**src/fpm_pkg.sv**
```systemverilog
// Shared types and constants for the feathered polygon mesh generator.
package fpm_pkg;

  localparam int MAX_VERTICES_DEF = 16;
  localparam int COORD_W          = 24;
  localparam int INDEX_W          = 5;
  localparam int CFG_W            = 16;
  localparam logic [CFG_W-1:0] FEATHER_LENGTH_RST = 16'd13107;
  localparam logic [CFG_W-1:0] FEATHER_LIMIT_RST  = 16'd13107;

  // configuration register indexes
  localparam logic REG_FEATHER_LENGTH = 1'b0;
  localparam logic REG_FEATHER_LIMIT  = 1'b1;

  // result kinds
  localparam logic KIND_VERTEX   = 1'b0;
  localparam logic KIND_TRIANGLE = 1'b1;

  typedef enum logic [3:0] {
    A_IDLE, A_SQX, A_SQY, A_SQRT, A_DIV, A_SEL, A_SCX, A_SCY, A_DONE
  } arith_state_t;

  typedef enum logic [2:0] {
    T_IDLE, T_START, T_WAIT, T_EMIT, T_FAN, T_BORDER
  } seq_state_t;

  typedef struct packed {
    logic                      start;
    logic signed [COORD_W-1:0] x;
    logic signed [COORD_W-1:0] y;
  } arith_req_t;

  typedef struct packed {
    logic                      done;
    logic signed [COORD_W-1:0] x;
    logic signed [COORD_W-1:0] y;
  } arith_rsp_t;

endpackage

```
**src/fpm_arith.sv**
```systemverilog
// Shared iterative unit: squares, bit-serial square root, division and scaling.
module fpm_arith (
  input  logic                          clk,
  input  logic                          rst,
  input  fpm_pkg::arith_req_t           req,
  input  logic [fpm_pkg::CFG_W-1:0]     feather_length,
  input  logic [fpm_pkg::CFG_W-1:0]     feather_limit,
  output fpm_pkg::arith_rsp_t           rsp
);

  fpm_pkg::arith_state_t state, state_next;

  logic [23:0] mx, my;
  logic        sx, sy;
  logic [47:0] rad;
  logic [25:0] rem;
  logic [23:0] root;
  logic [31:0] dvd;
  logic [31:0] quo;
  logic [4:0]  cnt;
  logic [16:0] scale;
  logic signed [23:0] ox, oy;

  // one multiplier
  logic [23:0] mul_a, mul_b;
  logic [47:0] prod;
  logic [23:0] sc_r;

  // one shared trial subtractor
  logic [27:0] sub_a, sub_b;
  logic [28:0] diff;
  logic        borrow;
  logic [25:0] rem_step;
  logic [15:0] m;

  always_comb begin
    mul_a = (state == fpm_pkg::A_SQX || state == fpm_pkg::A_SCX) ? mx : my;
    unique case (state)
      fpm_pkg::A_SQX: mul_b = mx;
      fpm_pkg::A_SQY: mul_b = my;
      default:        mul_b = {7'b0, scale};
    endcase
    prod = mul_a * mul_b;
    sc_r = prod[39:16];
  end

  always_comb begin
    if (state == fpm_pkg::A_SQRT) begin
      sub_a = {rem, rad[47:46]};
      sub_b = {2'b00, root, 2'b01};
    end else begin
      sub_a = {3'b000, rem[23:0], dvd[31]};
      sub_b = {4'b0000, root};
    end
    diff     = {1'b0, sub_a} - {1'b0, sub_b};
    borrow   = diff[28];
    rem_step = borrow ? sub_a[25:0] : diff[25:0];
    m        = (quo <= {16'b0, feather_limit}) ? quo[15:0] : feather_limit;
  end

  // next state
  always_comb begin
    state_next = state;
    unique case (state)
      fpm_pkg::A_IDLE: if (req.start) state_next = fpm_pkg::A_SQX;
      fpm_pkg::A_SQX:  state_next = fpm_pkg::A_SQY;
      fpm_pkg::A_SQY:  state_next = fpm_pkg::A_SQRT;
      fpm_pkg::A_SQRT: if (cnt == 5'd23) state_next = fpm_pkg::A_DIV;
      fpm_pkg::A_DIV:  if (cnt == 5'd31) state_next = fpm_pkg::A_SEL;
      fpm_pkg::A_SEL:  state_next = fpm_pkg::A_SCX;
      fpm_pkg::A_SCX:  state_next = fpm_pkg::A_SCY;
      fpm_pkg::A_SCY:  state_next = fpm_pkg::A_DONE;
      fpm_pkg::A_DONE: state_next = fpm_pkg::A_IDLE;
      default:         state_next = fpm_pkg::A_IDLE;
    endcase
  end

  // outputs
  always_comb begin
    rsp.done = (state == fpm_pkg::A_DONE);
    rsp.x    = ox;
    rsp.y    = oy;
  end

  always_ff @(posedge clk) begin
    if (rst) begin
      state <= fpm_pkg::A_IDLE;
    end else begin
      state <= state_next;
    end
  end

  // datapath
  always_ff @(posedge clk) begin
    unique case (state)
      fpm_pkg::A_IDLE: begin
        sx  <= req.x[23];
        sy  <= req.y[23];
        mx  <= req.x[23] ? 24'(-req.x) : 24'(req.x);
        my  <= req.y[23] ? 24'(-req.y) : 24'(req.y);
      end
      fpm_pkg::A_SQX: rad <= prod;
      fpm_pkg::A_SQY: begin
        rad  <= rad + prod;
        rem  <= '0;
        root <= '0;
        cnt  <= '0;
      end
      fpm_pkg::A_SQRT: begin
        root <= {root[22:0], ~borrow};
        rad  <= {rad[45:0], 2'b00};
        if (cnt == 5'd23) begin
          // the root remainder is not needed: the divider starts from zero
          rem <= '0;
          cnt <= '0;
          dvd <= {feather_length, 16'b0};
          quo <= '0;
        end else begin
          rem <= rem_step;
          cnt <= cnt + 5'd1;
        end
      end
      fpm_pkg::A_DIV: begin
        rem <= rem_step;
        quo <= {quo[30:0], ~borrow};
        dvd <= {dvd[30:0], 1'b0};
        cnt <= cnt + 5'd1;
      end
      fpm_pkg::A_SEL: scale <= 17'h10000 - {1'b0, m};
      fpm_pkg::A_SCX: ox <= sx ? -$signed(sc_r) : $signed(sc_r);
      fpm_pkg::A_SCY: oy <= sy ? -$signed(sc_r) : $signed(sc_r);
      default: ;
    endcase
  end

endmodule

```
**src/feathered_polygon_mesh_gen.sv**
```systemverilog
// Top level: vertex store, mesh sequencer and output register.
//
// Usage. Vertices of a convex polygon enter on the input channel (in_valid /
// in_stall, beat accepted when valid and not stall), last_vertex set on the
// final one. Each stored vertex is echoed as an outer vertex in the cycle
// after it is accepted. On the final vertex the block emits one inner vertex
// per stored vertex, then the inner fan triangles, then two border triangles
// per edge; the final result carries last_result. Vertices beyond
// MAX_VERTICES are dropped and flagged on overflow. Each inner vertex is
// computed in the shared unit (two squares, 24 root steps, 32 divide steps,
// select, two scalings, handback), started by the sequencer and then
// emitted. Then come N-2 fan triangles (none below three vertices), a pause
// with no output and 2N border triangles, one per cycle unless out_stall
// holds the output register. The input is stalled meanwhile. Results sit in
// one output register; out_stall holds it and the sequencer waits to load
// the next result. Configuration (cfg_valid / cfg_ready, always ready) must
// be written only while idle; the block itself does not enforce it. Reset
// (rst, synchronous) empties the store and restores the default feather length and limit.
module feathered_polygon_mesh_gen #(
  parameter int MAX_VERTICES = fpm_pkg::MAX_VERTICES_DEF
) (
  input  logic                              clk,
  input  logic                              rst,
  input  logic                              in_valid,
  output logic                              in_stall,
  input  logic signed [fpm_pkg::COORD_W-1:0] vertex_x,
  input  logic signed [fpm_pkg::COORD_W-1:0] vertex_y,
  input  logic                              last_vertex,
  output logic                              out_valid,
  input  logic                              out_stall,
  output logic                              kind,
  output logic signed [fpm_pkg::COORD_W-1:0] pos_x,
  output logic signed [fpm_pkg::COORD_W-1:0] pos_y,
  output logic                              alpha,
  output logic [fpm_pkg::INDEX_W-1:0]       index_a,
  output logic [fpm_pkg::INDEX_W-1:0]       index_b,
  output logic [fpm_pkg::INDEX_W-1:0]       index_c,
  output logic                              overflow,
  output logic                              last_result,
  input  logic                              cfg_valid,
  output logic                              cfg_ready,
  input  logic                              cfg_index,
  input  logic [fpm_pkg::CFG_W-1:0]         cfg_data
);

  localparam int AW = (MAX_VERTICES > 1) ? $clog2(MAX_VERTICES) : 1;
  localparam int IW = fpm_pkg::INDEX_W;

  fpm_pkg::seq_state_t state, state_next;

  logic signed [fpm_pkg::COORD_W-1:0] store_x [MAX_VERTICES];
  logic signed [fpm_pkg::COORD_W-1:0] store_y [MAX_VERTICES];

  logic [IW-1:0] vertex_count;
  logic          overflow_flag;
  logic [IW-1:0] n;
  logic [IW-1:0] idx;
  logic          sub;
  logic [fpm_pkg::CFG_W-1:0] feather_length, feather_limit;

  fpm_pkg::arith_req_t req;
  fpm_pkg::arith_rsp_t rsp;

  logic out_free, out_load, in_acc, room, fan_more, last_idx;
  logic [IW-1:0] nxt, count_after;

  fpm_arith u_arith (
    .clk            (clk),
    .rst            (rst),
    .req            (req),
    .feather_length (feather_length),
    .feather_limit  (feather_limit),
    .rsp            (rsp)
  );

  always_comb begin
    out_free    = !out_valid || !out_stall;
    in_stall    = !(state == fpm_pkg::T_IDLE && out_free);
    in_acc      = in_valid && !in_stall;
    room        = vertex_count < IW'(MAX_VERTICES);
    count_after = room ? vertex_count + IW'(1) : vertex_count;
    fan_more    = ({1'b0, idx} + 6'd1) < {n, 1'b0};
    last_idx    = (idx == n - IW'(1));
    nxt         = last_idx ? '0 : idx + IW'(1);
    cfg_ready   = 1'b1;
    req.start   = (state == fpm_pkg::T_START);
    req.x       = store_x[idx[AW-1:0]];
    req.y       = store_y[idx[AW-1:0]];
    // a new beat enters the output register this cycle
    out_load    = out_free && ((state == fpm_pkg::T_IDLE && in_acc && room) ||
                               state == fpm_pkg::T_EMIT ||
                               (state == fpm_pkg::T_FAN && fan_more) ||
                               state == fpm_pkg::T_BORDER);
  end

  // next state
  always_comb begin
    state_next = state;
    unique case (state)
      fpm_pkg::T_IDLE:   if (in_acc && last_vertex) state_next = fpm_pkg::T_START;
      fpm_pkg::T_START:  state_next = fpm_pkg::T_WAIT;
      fpm_pkg::T_WAIT:   if (rsp.done) state_next = fpm_pkg::T_EMIT;
      fpm_pkg::T_EMIT:   if (out_free) state_next = last_idx ? fpm_pkg::T_FAN
                                                            : fpm_pkg::T_START;
      fpm_pkg::T_FAN:    if (!fan_more) state_next = fpm_pkg::T_BORDER;
      fpm_pkg::T_BORDER: if (out_free && sub && last_idx) state_next = fpm_pkg::T_IDLE;
      default:           state_next = fpm_pkg::T_IDLE;
    endcase
  end

  always_ff @(posedge clk) begin
    if (rst) begin
      state <= fpm_pkg::T_IDLE;
    end else begin
      state <= state_next;
    end
  end

  // configuration registers
  always_ff @(posedge clk) begin
    if (rst) begin
      feather_length <= fpm_pkg::FEATHER_LENGTH_RST;
      feather_limit  <= fpm_pkg::FEATHER_LIMIT_RST;
    end else if (cfg_valid) begin
      unique case (cfg_index)
        fpm_pkg::REG_FEATHER_LENGTH: feather_length <= cfg_data;
        fpm_pkg::REG_FEATHER_LIMIT:  feather_limit  <= cfg_data;
        default: ;
      endcase
    end
  end

  // vertex store
  always_ff @(posedge clk) begin
    if (in_acc && room) begin
      store_x[vertex_count[AW-1:0]] <= vertex_x;
      store_y[vertex_count[AW-1:0]] <= vertex_y;
    end
  end

  // sequencer control
  always_ff @(posedge clk) begin
    if (rst) begin
      vertex_count  <= '0;
      overflow_flag <= 1'b0;
      idx           <= '0;
      sub           <= 1'b0;
      n             <= '0;
    end else begin
      unique case (state)
        fpm_pkg::T_IDLE: begin
          if (in_acc) begin
            vertex_count <= count_after;
            if (!room) overflow_flag <= 1'b1;
            n   <= count_after;
            idx <= '0;
          end
        end
        fpm_pkg::T_EMIT: begin
          if (out_free) idx <= last_idx ? n + IW'(1) : idx + IW'(1);
        end
        fpm_pkg::T_FAN: begin
          if (!fan_more) begin
            idx <= '0;
            sub <= 1'b0;
          end else if (out_free) begin
            idx <= idx + IW'(1);
          end
        end
        fpm_pkg::T_BORDER: begin
          if (out_free) begin
            sub <= !sub;
            if (sub) idx <= nxt;
            if (sub && last_idx) begin
              vertex_count  <= '0;
              overflow_flag <= 1'b0;
            end
          end
        end
        default: ;
      endcase
    end
  end

  // output register
  always_ff @(posedge clk) begin
    if (rst) begin
      out_valid <= 1'b0;
    end else if (out_load) begin
      out_valid <= 1'b1;
    end else if (!out_stall) begin
      out_valid <= 1'b0;
    end
  end

  always_ff @(posedge clk) begin
    unique case (state)
      fpm_pkg::T_IDLE: begin
        if (in_acc && room) begin
          kind <= fpm_pkg::KIND_VERTEX;  pos_x <= vertex_x; pos_y <= vertex_y;
          alpha <= 1'b0; index_a <= '0; index_b <= '0; index_c <= '0;
          overflow <= overflow_flag; last_result <= 1'b0;
        end
      end
      fpm_pkg::T_EMIT: begin
        if (out_free) begin
          kind <= fpm_pkg::KIND_VERTEX;  pos_x <= rsp.x; pos_y <= rsp.y;
          alpha <= 1'b1; index_a <= '0; index_b <= '0; index_c <= '0;
          overflow <= overflow_flag; last_result <= 1'b0;
        end
      end
      fpm_pkg::T_FAN: begin
        if (out_free && fan_more) begin
          kind <= fpm_pkg::KIND_TRIANGLE; pos_x <= '0; pos_y <= '0; alpha <= 1'b0;
          index_a <= n; index_b <= idx; index_c <= idx + IW'(1);
          overflow <= overflow_flag; last_result <= 1'b0;
        end
      end
      fpm_pkg::T_BORDER: begin
        if (out_free) begin
          kind <= fpm_pkg::KIND_TRIANGLE; pos_x <= '0; pos_y <= '0; alpha <= 1'b0;
          index_a <= sub ? idx + n : idx;
          index_b <= nxt;
          index_c <= sub ? nxt + n : idx + n;
          overflow <= overflow_flag; last_result <= sub && last_idx;
        end
      end
      default: ;
    endcase
  end

endmodule

```
**config.mk**
```make
export PLATFORM = sky130hd
export DESIGN_NAME = feathered_polygon_mesh_gen
export DESIGN_NICKNAME = d
export VERILOG_FILES = /design/src/fpm_pkg.sv /design/src/fpm_arith.sv /design/src/feathered_polygon_mesh_gen.sv
export SDC_FILE = /design/constraint.sdc
export NUM_CORES = 2
export LEC_CHECK = 0
export ABC_AREA = 1
export BUFFER_PORTS_ARGS = -buffer_cell sky130_fd_sc_hd__buf_2
export CELL_PAD_IN_SITES_DETAIL_PLACEMENT = 0
export CELL_PAD_IN_SITES_GLOBAL_PLACEMENT = 2
export CORE_MARGIN = 2
export CORE_UTILIZATION = 35
export CTS_CLUSTER_DIAMETER = 50
export DETAILED_ROUTE_END_ITERATION = 10
export PLACE_DENSITY = 0.78
export SYNTH_ARGS = -nofsm -noshare
export SYNTH_HDL_FRONTEND = slang
export SYNTH_HIERARCHICAL = 1
export SYNTH_SLANG_ARGS = --single-unit
```
**constraint.sdc**
```tcl
create_clock -name clk -period 12.3 [get_ports clk]
set_clock_uncertainty 0.05 [all_clocks]
set_input_delay 2.46 -clock clk [delete_from_list [all_inputs] [get_ports clk]]
set_output_delay 2.46 -clock clk [all_outputs]
set_load 0.05 [all_outputs]
```
* Word level (Yosys, flattened, before mapping)
Memory sizes are Yosys's and may differ from the RTL's. A register that Yosys moved wholly into a read port is not among the register bits. Cells that the tools add are included.
Storage, ports and cells: memories 2, logic and storage cells 229, flip-flop bits (word level) 406, bits of input ports 71, output and inout bits 70, RAM bits 768
Operators by class: multiplexer cells 95, bitwise gates (word level) 2, order comparisons 3, $add $sub $neg 14, equality and inequality tests 34, reduce and logical (&&, ||, !) cells 44, multiply operators 1
Memories:
- store_x | words 16, bits a word 24, read ports 1, clocked after Yosys merged registers in 1, wr ports 1, RTL line feathered_polygon_mesh_gen.sv:51 | logic signed [fpm_pkg::COORD_W-1:0] store_x [MAX_VERTICES];
- store_y | words 16, bits a word 24, read ports 1, clocked after Yosys merged registers in 1, wr ports 1, RTL line feathered_polygon_mesh_gen.sv:52 | logic signed [fpm_pkg::COORD_W-1:0] store_y [MAX_VERTICES];
Operators with widths (number):
- 24-bit two-way mux | 9
- 24-bit one-hot mux with 4 select lines | 2
- 48-bit one-hot mux with 3 select lines | 1
- 32-bit one-hot mux with 2 select lines | 2
- 5-bit two-way mux | 23
- 24-bit one-hot mux with 2 select lines | 2
- 5-bit one-hot mux with 4 select lines | 4
- 26-bit two-way mux | 3
- 26-bit one-hot mux with 3 select lines | 1
- 24-bit negator | 3
- 32-bit two-way mux | 2
- 48-bit adder | 1
- 24-bit by 24-bit multiplier with 48-bit output | 1
- 23-bit two-way mux | 2
- 32-bit by 16-bit <= comparator with 1-bit output | 1
- 4-bit one-hot mux with 8 select lines | 1
- 28-bit by 26-bit subtractor with 29-bit output | 1
- 28-bit two-way mux | 1
- 4-bit two-way mux | 7
- 5-bit by 1-bit adder with 5-bit output (second input constant) | 4
- 1-bit two-way mux | 19
- 3-bit two-way mux | 6
- 2-bit inequality test (second input constant) | 9
- 3-bit one-hot mux with 6 select lines | 1
- other kinds (38) | 87

* Logic depth before layout (Yosys ltp)
word-level depth 11, depth in mapped cells 53, gate-level depth less buffers 51

* Cells and area by module
Netlist, hierarchy kept.
Modules (own cells, without submodules):
- fpm_arith | cells each 4996, area an instance 38577.0 µm², times used 1, sequential area each 8067.7 µm²
- feathered_polygon_mesh_gen | cells each 2646, area an instance 36289.8 µm², times used 1, sequential area each 26215.1 µm²

* Least setup slack after synthesis
Ideal clock, no wire load.
path kind reg2reg, start point register u_arith.state[2], end point register u_arith.rad[47], data pin, required time 11.989 ns, setup time 0.261 ns, cell stages (with the launch flop) 48, path slack 1.546 ns, arrival time 10.443 ns, cells stage by stage dfxtp_1 -> nor2_1 -> inv_2 -> nor2_1 -> nand2_2 -> buf_2 -> a21oi_1 -> o21ai_1 -> o21ai_1 -> buf_2 -> nor2_1 -> fa_1 -> inv_1 -> fa_1 -> inv_1 -> fa_1 -> inv_1 -> fa_1 -> [12 not listed] -> nand2_1 -> nand2_1 -> nand2_1 -> a21boi_0 -> inv_1 -> or2_2 -> nand2_1 -> inv_1 -> ha_1 -> a21oi_1 -> o21ai_0 -> a21oi_1 -> o21a_1 -> nand2_1 -> a31oi_1 -> nand3_1 -> nand2_1 -> o21ai_0
Between the ends: longest elaborated chain between the ends 6, elaborated cells on any way between the ends 10
Ends and longest elaborated chain:
- from (decl) | RTL line fpm_arith.sv:11 | fpm_pkg::arith_state_t state, state_next;
- from (signal assigned) | RTL line fpm_arith.sv:87 | state <= fpm_pkg::A_IDLE;
- from (signal assigned) | RTL line fpm_arith.sv:89 | state <= state_next;
- 4-bit by 1-bit == test with 1-bit output or 4-bit by 3-bit == test with 1-bit output (tied branches) | RTL line fpm_arith.sv:37, fpm_arith.sv:38, fpm_arith.sv:95
- 1-bit logical OR | RTL line fpm_arith.sv:37 | mul_a = (state == fpm_pkg::A_SQX || state == fpm_pkg::A_SCX) ? mx : my;
- 24-bit two-way mux | RTL line fpm_arith.sv:37
- 24-bit by 24-bit multiplier with 48-bit output | RTL line fpm_arith.sv:43 | prod = mul_a * mul_b;
- 48-bit adder | RTL line fpm_arith.sv:104 | rad <= rad + prod;
- 48-bit one-hot mux with 3 select lines (*) | RTL line fpm_arith.sv:95 | unique case (state)
- to (signal assigned) | RTL line fpm_arith.sv:102 | fpm_pkg::A_SQX: rad <= prod;
- to (signal assigned) | RTL line fpm_arith.sv:104
- to (signal assigned) | RTL line fpm_arith.sv:111 | rad <= {rad[45:0], 2'b00};
- to (decl) | RTL line fpm_arith.sv:15 | logic [47:0] rad;
Mark *: on every way between the ends. The rest lies on a longest branch, timed or not. A chain may end at the register's enable or synchronous reset.

* Worst setup path after layout
Same ends and word-level chain as after synthesis.

==> metrics.md <==
| Metric | Value |
|---|---|
| Root Buffer | clkbuf_16 |
| Slew Limit Fails | 0 |
| Cell taking the most area after synthesis | edfxtp_1 |
| H-tree depth | 4 |
| Crit. End Element | flop |
| Share of layout cells above drive strength 1 | 8.52% |
| Die height | 467 µm |
| DR vias | 54300 |
| Hold Path End | overflow |
| Yosys reg bits | 1162 |
| Nets@finish | 8553 |
| Reg clk slew, reported paths | 0.06 ns |
| First-pass GRT wire length | 355000 µm |
| Final Routed Wirelength | 239000 µm |
| Total GRT Usage | 21.8% |
| Antenna viol nets, final | 0 |
| Hold depth | 0 |
| GRT overflow | 0 |
| Main synth FF type | edfxtp_1 |
| Max-cap check violation count | 0 |
| Hold path start | overflow_flag |
| Slew HR | 13.4% |
| CTS tree | built |
| Most Frequent Cell on Critical Path | inv_1 |
| Initial Utilization | 35.3% |
| WL/cell | 22.5 µm |
| Most instantiated cells after synthesis | 1291 x nand2_1, 1259 x inv_1, 1101 x edfxtp_1 |
| HP Class | flop to flop |
| Largest net degree at the start of global routing | 210 |
| WP data arrival | 11.80 ns |
| Crit Path Class | flop to flop |
| Post-synth EDFFs | 1101 |
| Reg2Reg Setup Slack | 0.94 ns |
| Pre-antenna DRT Iters | 6 |
| Mapped Area | 74900 µm² |
| Sequential-to-total area share from yosys stat | 45.8% |
| R2R cell count | 47 |
| Fin crit share | 92.4% |
| Vias per cell | 5.10 |
| Req. time, crit path | 12.74 ns |
| Max FO, Critical Path | 18 |
| CTS hold repair buffers | 0 |
| Rows | 169 |
| Placer Congestion | 0.916 |
| Endpoints failing hold | 0 |
| Setup crit start kind | flop |
| Max clock buf depth | 3 |
| DRC viols | 0 |
| Top cell type's share of synthesized area | 44.2% |
| Most frequent cell after synthesis | nand2_1 |
| Worst-Margin Slew | 1.30 ns |
| Slowest stage delay, CP | 0.96 ns |
| Filler cell count | 21000 |
| YS warnings | 6 |
| Layout area overhead | 10.8% |
| Initial antenna violation count | 24 |
| Slowest-stage cell, CP | o21ai_0 |
| Cells after synthesis | 7642 |
| Post-cts resize count | 0 |
| Worst R2R Start | u_arith/state[2] |
| Core area | 212000 µm² |
| Die X-Extent | 467 µm |
| R2r endpoint | u_arith/rad[47] |
| Setup TNS Final | 0 ns |
| Synth top area cells | edfxtp_1 44%, fa_1 13%, nand2_1 6.5% |
| Clock sinks | 1162 |
| Buffers on Ports | 139 |
| Ports | 141 |
| Initial DRC count | 4456 |
| DP Wirelength | 170000 µm |
| Syn Nets | 8486 |
| Post-synth cell types | 65 |
| Min Tclk post-route | 11.36 ns |
| Die ar. | 218000 µm² |
| Status | completed |
| Post-synth ARST share | 0% |
| Vias in the first global route | 54400 |
| F_max | 0.0880 GHz |
| Num CTS Buffers | 133 |
| Skew-Pair Late Insertion Delay | 0.78 ns |
| Setup Buffers After CTS | 0 |
| Syn avg cell area | 9.80 µm² |
| Setup-failing EPs final | 0 |
| Unrepaired setup endpoints after global routing | no |
[kinds of logic (layout without fill, tap and decap cells)]
| logic type | after synthesis | in the layout | share of synthesized area, % |
|---|---|---|---|
| xor+xnor | 107 | 107 | 1.26 |
| fa+ha+maj | 773 | 773 | 17.8 |
| flops | 1162 | 1162 | 45.8 |
| compound gates | 1347 | 1347 | 10.4 |
| mux | 192 | 192 | 2.57 |
| other cells | 1 | 9 | 0.00501 |
| buf+inv | 1605 | 1777 | 8.43 |
| simple gates | 2455 | 2455 | 13.7 |
[cell type report]
cell class              count  area (µm²)  share of cell area (%)
flip-flops and latches   1162       34300                    41.3
well taps                2821        3530                    4.25
multi-input cells        4875       34500                    41.5
diodes                      8        20.0                  0.0241
repair buffers            237        1460                    1.76
clock inverters            81         825                   0.994
inverters                1300        4890                    5.89
clock buffers             159        3490                    4.20
[worst max-delay path by stage]
stage	from	slack, ns	endpoint	cells after the start
after floorplan	u_arith/state[2]	1.55	u_arith/rad[47]	47
after global placement	u_arith/state[2]	1.02	u_arith/rad[47]	47
after detailed placement	u_arith/state[2]	1.03	u_arith/rad[47]	47
after CTS	u_arith/state[2]	0.95	u_arith/rad[47]	47
after global routing	u_arith/state[2]	0.35	u_arith/rad[47]	45
final	u_arith/state[2]	0.94	u_arith/rad[47]	47
[critical path, delay by kind of cell, from the launching register on]
| kind | cells | cell delay [ns] |
|---|---|---|
| AOI/OAI and AO/OA | 8 | 2.60 |
| adders and majority gates | 9 | 3.97 |
| and+or+nand+nor | 16 | 1.99 |
| buffers and inverters | 14 | 2.07 |
| DFF | 1 | 0.37 |
[state kept, by name, summed over array words and instances (netlist names), 16 cells and up, named ones only]
signal          flops
pos_x              24
store_y           384
u_arith/mx         24
u_arith/root       24
u_arith/scale      17
u_arith/quo        32
u_arith/rem        26
store_x           384
pos_y              24
feather_length     16
u_arith/dvd        16
u_arith/oy         24
u_arith/my         24
u_arith/ox         24
u_arith/rad        48
feather_limit      16
[stage by stage]
stage	instances	setup WS, ns	utilization (%)	instance area, µm²	hold WS [ns]
5_1_grt	10600	0.351	39.1	83000	0.413
3_3_place_gp	10400	1.02	37.0	78600	0.381
3_5_place_dp	10400	1.03	37.0	78600	0.379
2_1_floorplan	7642	1.55	-	74900	0.358
6_report	10600	0.939	39.1	83000	0.390
4_1_cts	10600	0.954	39.1	83000	0.389
[routing by layer]
metal | vias to the layer above | track usage [%] | share of wire [%]
li1 | 25400 | - | -
met1 | 27200 | 29.3 | 44
met2 | 1415 | 36.5 | 48
met4 | 6 | 7.20 | 3.5
met3 | 300 | 2.66 | 4.7
met5 | - | 0 | 0.014
[layout by cell type, fill, tap and decap left out, types with 14 or more instances in the layout]
cell type,count
nor2_2,36
buf_4,96
nor3_1,43
nor2_1,638
fa_1,486
nand3_1,254
xnor2_1,32
nand4_1,31
edfxtp_1,1101
o21ai_0,479
a22o_1,51
inv_2,35
clkbuf_1,22
nand2_2,47
buf_2,139
nand2_1,1290
a31oi_1,14
o211ai_1,226
clkinv_2,15
o21ai_2,17
a21oi_1,445
clkinv_1,31
o21ai_1,32
mux2i_1,192
ha_1,287
or2_2,31
nor2_4,32
clkbuf_16,135
xor2_1,74
inv_1,1258
dfxtp_1,57
o21bai_1,15
Power is not shown: default switching activity piles up to over one toggle a cycle in this logic, so the estimate is an artifact.
